===== src/design/iqs_pkg.sv =====
// Shared constants and types for the iterative quicksort engine.
package iqs_pkg;

  localparam int MAX_ELEMENTS = 64;
  localparam int CNT_W        = $clog2(MAX_ELEMENTS + 1);
  localparam int VAL_W        = 32;

  typedef logic signed [VAL_W-1:0] val_t;

  typedef struct packed {
    logic ins;
    logic shift;
  } iqs_ctrl_t;

  typedef struct packed {
    logic vld;
    logic gt;
    val_t val;
  } iqs_link_t;

endpackage


===== src/design/iqs_cell.sv =====
// One sorting cell: holds an element, inserts in order, shifts out toward cell zero.
module iqs_cell (
  input  logic              clk_i,
  input  logic              rst_ni,
  input  iqs_pkg::iqs_ctrl_t ctrl_i,
  input  iqs_pkg::val_t     new_val_i,
  input  iqs_pkg::iqs_link_t left_i,
  input  iqs_pkg::iqs_link_t right_i,
  output iqs_pkg::iqs_link_t link_o
);
  import iqs_pkg::*;

  logic vld_q, vld_d;
  val_t val_q, val_d;
  logic gt;

  // new value goes before this element (empty cells count as +inf)
  assign gt = !vld_q || (new_val_i < val_q);

  always_comb begin
    vld_d = vld_q;
    val_d = val_q;
    if (ctrl_i.ins) begin
      if (left_i.gt) begin
        vld_d = left_i.vld;
        val_d = left_i.val;
      end else if (gt) begin
        vld_d = 1'b1;
        val_d = new_val_i;
      end
    end else if (ctrl_i.shift) begin
      vld_d = right_i.vld;
      val_d = right_i.val;
    end
  end

  always_ff @(posedge clk_i or negedge rst_ni) begin
    if (!rst_ni) begin
      vld_q <= 1'b0;
    end else begin
      vld_q <= vld_d;
    end
  end

  always_ff @(posedge clk_i) begin
    val_q <= val_d;
  end

  assign link_o.vld = vld_q;
  assign link_o.gt  = gt;
  assign link_o.val = val_q;

endmodule


===== config.mk =====
export PLATFORM = sky130hd
export DESIGN_NAME = iqs_cell
export DESIGN_NICKNAME = d
export VERILOG_FILES = /design/src/design/iqs_pkg.sv /design/src/design/iqs_cell.sv
export SDC_FILE = /design/constraint.sdc
export NUM_CORES = 1
export LEC_CHECK = 0
export BUFFER_PORTS_ARGS = -buffer_cell sky130_fd_sc_hd__buf_2
export CORE_MARGIN = 2
export CORE_UTILIZATION = 30
export CTS_CLUSTER_DIAMETER = 50
export DETAILED_ROUTE_END_ITERATION = 7
export SLEW_MARGIN = 10
export SYNTH_ARGS = -nofsm -noshare
export SYNTH_HDL_FRONTEND = slang
export SYNTH_SLANG_ARGS = --single-unit

===== constraint.sdc =====
create_clock -name clk_i -period 2.94 [get_ports clk_i]
set_clock_uncertainty 0.05 [all_clocks]
set_input_delay 0.294 -clock clk_i [delete_from_list [all_inputs] [get_ports clk_i]]
set_output_delay 0.294 -clock clk_i [all_outputs]
set_load 0.05 [all_outputs]

# Word-level counts from Yosys, hierarchy flattened
# Cells that the tools add are included.
op_classes:
  n_addsub: 0
  multipliers: 0
  div_mod_pow: 0
  order_cmp: 1
  n_eq_ne: 1
  shift: 0
  n_mux: 8
  n_bitwise: 0
  reduce_logical: 4
ops:
  columns: ["cell", "count"]
  rows:
  - ["$mux W32", 4]
  - ["$lt A32 B32 Y1", 1]
  - ["$mux W1", 4]
  - ["$ne A3 B1 Y1 const B", 1]
  - ["$reduce_and A2 Y1", 1]
  - ["$reduce_bool A2 Y1", 1]
  - ["$logic_not A1 Y1", 1]
  - ["$logic_or A1 B1 Y1", 1]
totals:
  regBits: 33
  latchBits: 0
  ram_bits: 0
  mem_bits_ro: 0
  wordCells: 16
  memories: 0

# Depth between registers and ports, before layout
depth:
  word_depth: 5
  depth_mapped: 9
  mapped_depth_nobuf: 8

# Worst setup path before layout
# No wires, ideal clock.
synth_path:
  kind: "register to register"
  startpoint: "register val_q[31]"
  endpoint: "register val_q[0] (enable)"
  setup_ns: 0.392
  arrival_time_ns: 2.688
  required_time_ns: 2.498
  slack_ns: -0.190
  path_stages_with_launch: 9
  n_path_buf: 0
  cell_sequence: "edfxtp_1 -> inv_1 -> ha_1 -> nand4_2 -> nor4_1 -> nand2_1 -> o211ai_2 -> a2bb2oi_1 -> and2_1"
synth_between:
  elab_chain_cells: 4
synth_rtl:
  columns: ["element", "line", "rtl"]
  rows:
  - ["start: declaration", "iqs_cell.sv:14", "val_t val_q, val_d;"]
  - ["start signal: assignment", "iqs_cell.sv:46", "val_q <= val_d;"]
  - ["$lt A32 B32 Y1", "iqs_cell.sv:18", "assign gt = !vld_q || (new_val_i < val_q);"]
  - ["$logic_or A1 B1 Y1", "iqs_cell.sv:18", null]
  - ["$ne A3 B1 Y1 (no source line)", null, null]
  - ["$reduce_and A2 Y1 (no source line)", null, null]
# Every way passes these cells.
# A chain may end at the register's enable or synchronous reset.

==> impl_results.md <==
- Sw Share: 0.3753
- Worst skew pair latency: 280 ps
- Max Buffers Root-to-Sink: 2
- Distinct cells, synth: 36
- CP Capture Type: primary output
- Max cap viols: 0
- DR pass1 iterations: 4
- Clk sinks: 33
- Layout cells sized above 1: 0.3800
- CP Class: flip-flop to primary output
- Antenna Diode Count: 0
- Vias in the first global route: 2106
- Die height: 95.67 um
- Port Buf Inserts: 136
- WHS Path Cells: 2
- Fmax: 359.5 MHz
- First-pass GRT wire length: 9853 um
- Ys flop type: edfxtp_1
- Total CTS buffers: 5
- CTS tree: yes
- Global Route Usage Sum: 0.1412
- Post-layout util: 0.4172
- Leak Pwr: 1.777 nW
- Relative slew slack: 0.5771
- CP max FO: 4
- Logic pwr share: 0.384
- Synth Net Count: 400
- Nets: 534
- WL/cell: 12.67 um
- Die area: 9153 um^2
- Root Buffer: clkbuf_8
- Antenna-violating nets left: 0
- DPL Wire Length: 5101 um
- Initial antenna violation count: 0
- Synth top area share: 0.3811
- RSZ-0062 raised after global routing: true
- Total routed wirelength: 6396 um
- Worst-margin pin slew: 634.4 ps
- VDD IR-drop max: 0.1708 mV
- Synth area leader: edfxtp_1
- Drt initial violations: 61
- Hold_ws: 198.7 ps
- Die width: 95.67 um
- Final GP Congestion: 0.8314
- Total power: 0.001571 W
- Post-synthesis sequential area ratio: 0.3911
- H-tree depth: 2
- EDFF count, synth: 32
- Final period util: 0.9462
- Vias: 2312
- Worst endpoint required time: 2600 ps
- GR Overflow Total: 0
- PD cells: 460.7 nW/um^2
- Ys Warns: 0
- Clk pwr share: 0.228
- R2r startpoint: val_q[31]$_DFFE_PP_
- Cells on worst reg2reg path: 9
- P_sw: 0.0005897 W
- Hold WC Path Type: input pin to flip-flop
- Post-Syn Area: 2521 um^2
- Max-slew violation count: 0
- WP data arrival: 2440 ps
- Final Hold Viols: 0
- Placement row count: 33
- Synthesis-stage register bit count: 33
- Hold endpoint: vld_q$_DFFE_PN0P_
- Mean area per synthesized cell: 9.514 um^2
- Starting density of the core: 0.3084
- Clk pin slew, worst setup/hold paths: 60 ps
- P_int: 0.0009817 W
- Post-synth ARST share: 0.03030
- Ports: 138
- Top cells by area in the synthesized netlist: edfxtp_1, ha_1, mux2i_1
- Seq pwr share: 0.388
- Core area: 8175 um^2
- # DRC: 0
- Final setup vio count: 0
- HP Start: left_i[33]
- Synthesis-to-layout area growth: 35.29%
- Pin count of the biggest net entering global routing: 67
- Kind of start point of the critical path: flip-flop
- Post-route minimum period: 2782 ps
- Worst r2r dst: val_q[19]$_DFFE_PP_
- Post-synthesis cell count: 265
- Status: finished clean
- Worst reg-to-reg setup slack: 380 ps
- Vias per std cell: 4.578
-- registers in the layout, indices dropped and copies added (netlist names) --
name / count
val_q: 32
vld_q: 1
-- worst max-delay path, stage by stage (launching register included) --
cell      delay [ps]
edfxtp_1         340
inv_1             50
ha_1             330
nand4_2          170
nor4_1           290
buf_4            160
nand4_1          140
a31oi_2          210
nor2_1            80
mux2i_1          160
buf_4            230
-- kinds of logic (layout without fill, tap and decap cells) --
family,Yosys count,in the layout,share of synthesized area
AOI/OAI and AO/OA,60,60,0.1355
adders and majority gates,31,31,0.1538
muxes,34,34,0.1355
and+or+nand+nor,61,61,0.1112
DFF,33,33,0.3911
buffers and inverters,46,181,0.07295
-- layout make-up --
cell class,instances,area [um^2]
clock buffer,8,90.09
fill,861,4765
tap,105,131.4
timing repair buffer,141,723.2
multi-input combinational,186,1360
sequential,33,985.9
inverter,32,120.1
-- Yosys cell counts (all sizes together) (2+ instances only) --
cell type	instances
mux2i	33
nand2	10
o211ai	2
and4	2
nor2	36
o21ai	5
buf	5
a21oi	44
nand4	3
inv	32
edfxtp	32
nand3	2
clkbuf	9
and2	3
ha	31
-- routing by layer --
metal	up-vias	part of all wire	track usage
met1	1022	0.45	0.1775
met5	-	0	0
met3	7	0.061	0.02530
met4	0	0.015	0.04762
li1	1212	-	-
met2	71	0.47	0.2430
-- stage by stage --
| stage | instances | setup TNS (ps) | setup slack (ps) | cell area [um^2] |
|---|---|---|---|---|
| floorplan | 265 | 0 | 142.4 | 2522 |
| global placement | 496 | 0 | 83.37 | 3301 |
| detailed placement | 496 | 0 | 47.67 | 3301 |
| CTS | 505 | 0 | 4.603 | 3401 |
| global route | 505 | -56.23 | -56.23 | 3411 |
| finish | 505 | 0 | 158.3 | 3411 |
-- power groups by stage --
stage	Combinational (W)	Sequential (W)	Clock [W]
2_1_floorplan	0.000247	0.000799	0
3_3_place_gp	0.000598	0.000620	0
3_5_place_dp	0.000606	0.000622	0
4_1_cts	0.000609	0.000612	0.000373
5_1_grt	0.000667	0.000617	0.000389
6_report	0.000604	0.000610	0.000358
-- layout by cell type, fill, tap and decap left out, drive strengths merged, types with 2 or more instances in the layout --
cell	netlist	final
buf	5	140
o21ai	5	5
o211ai	2	2
and2	3	3
inv	32	32
nand3	2	2
nand4	3	3
nand2	10	10
and4	2	2
edfxtp	32	32
ha	31	31
clkbuf	9	8
nor2	36	36
mux2i	33	33
a21oi	44	44
-- repair_timing --
action | in CTS | in global routing
resized for setup | 0 | 4
setup endpoints to repair | 0 | 33
hold buffers | 1 | 0
buffers inserted | 0 | 0
hold endpoints to repair | 1 | 0
-- how the worst max path moves through the flow --
stage / from / to / slack (ps) / cells past startpoint
final: val_q[31]$_DFFE_PP_ / link_o[32] / 160 / 10
after global placement: new_val_i[31] / val_q[13]$_DFFE_PP_ / 80 / 9
after global routing: val_q[31]$_DFFE_PP_ / link_o[32] / -60 / 10
after CTS: val_q[31]$_DFFE_PP_ / link_o[32] / 5 / 10
after floorplan: val_q[31]$_DFFE_PP_ / val_q[0]$_DFFE_PP_ / 140 / 8
after detailed placement: new_val_i[31] / val_q[13]$_DFFE_PP_ / 50 / 9
Note: power is estimated with default switching activity, not from simulation.
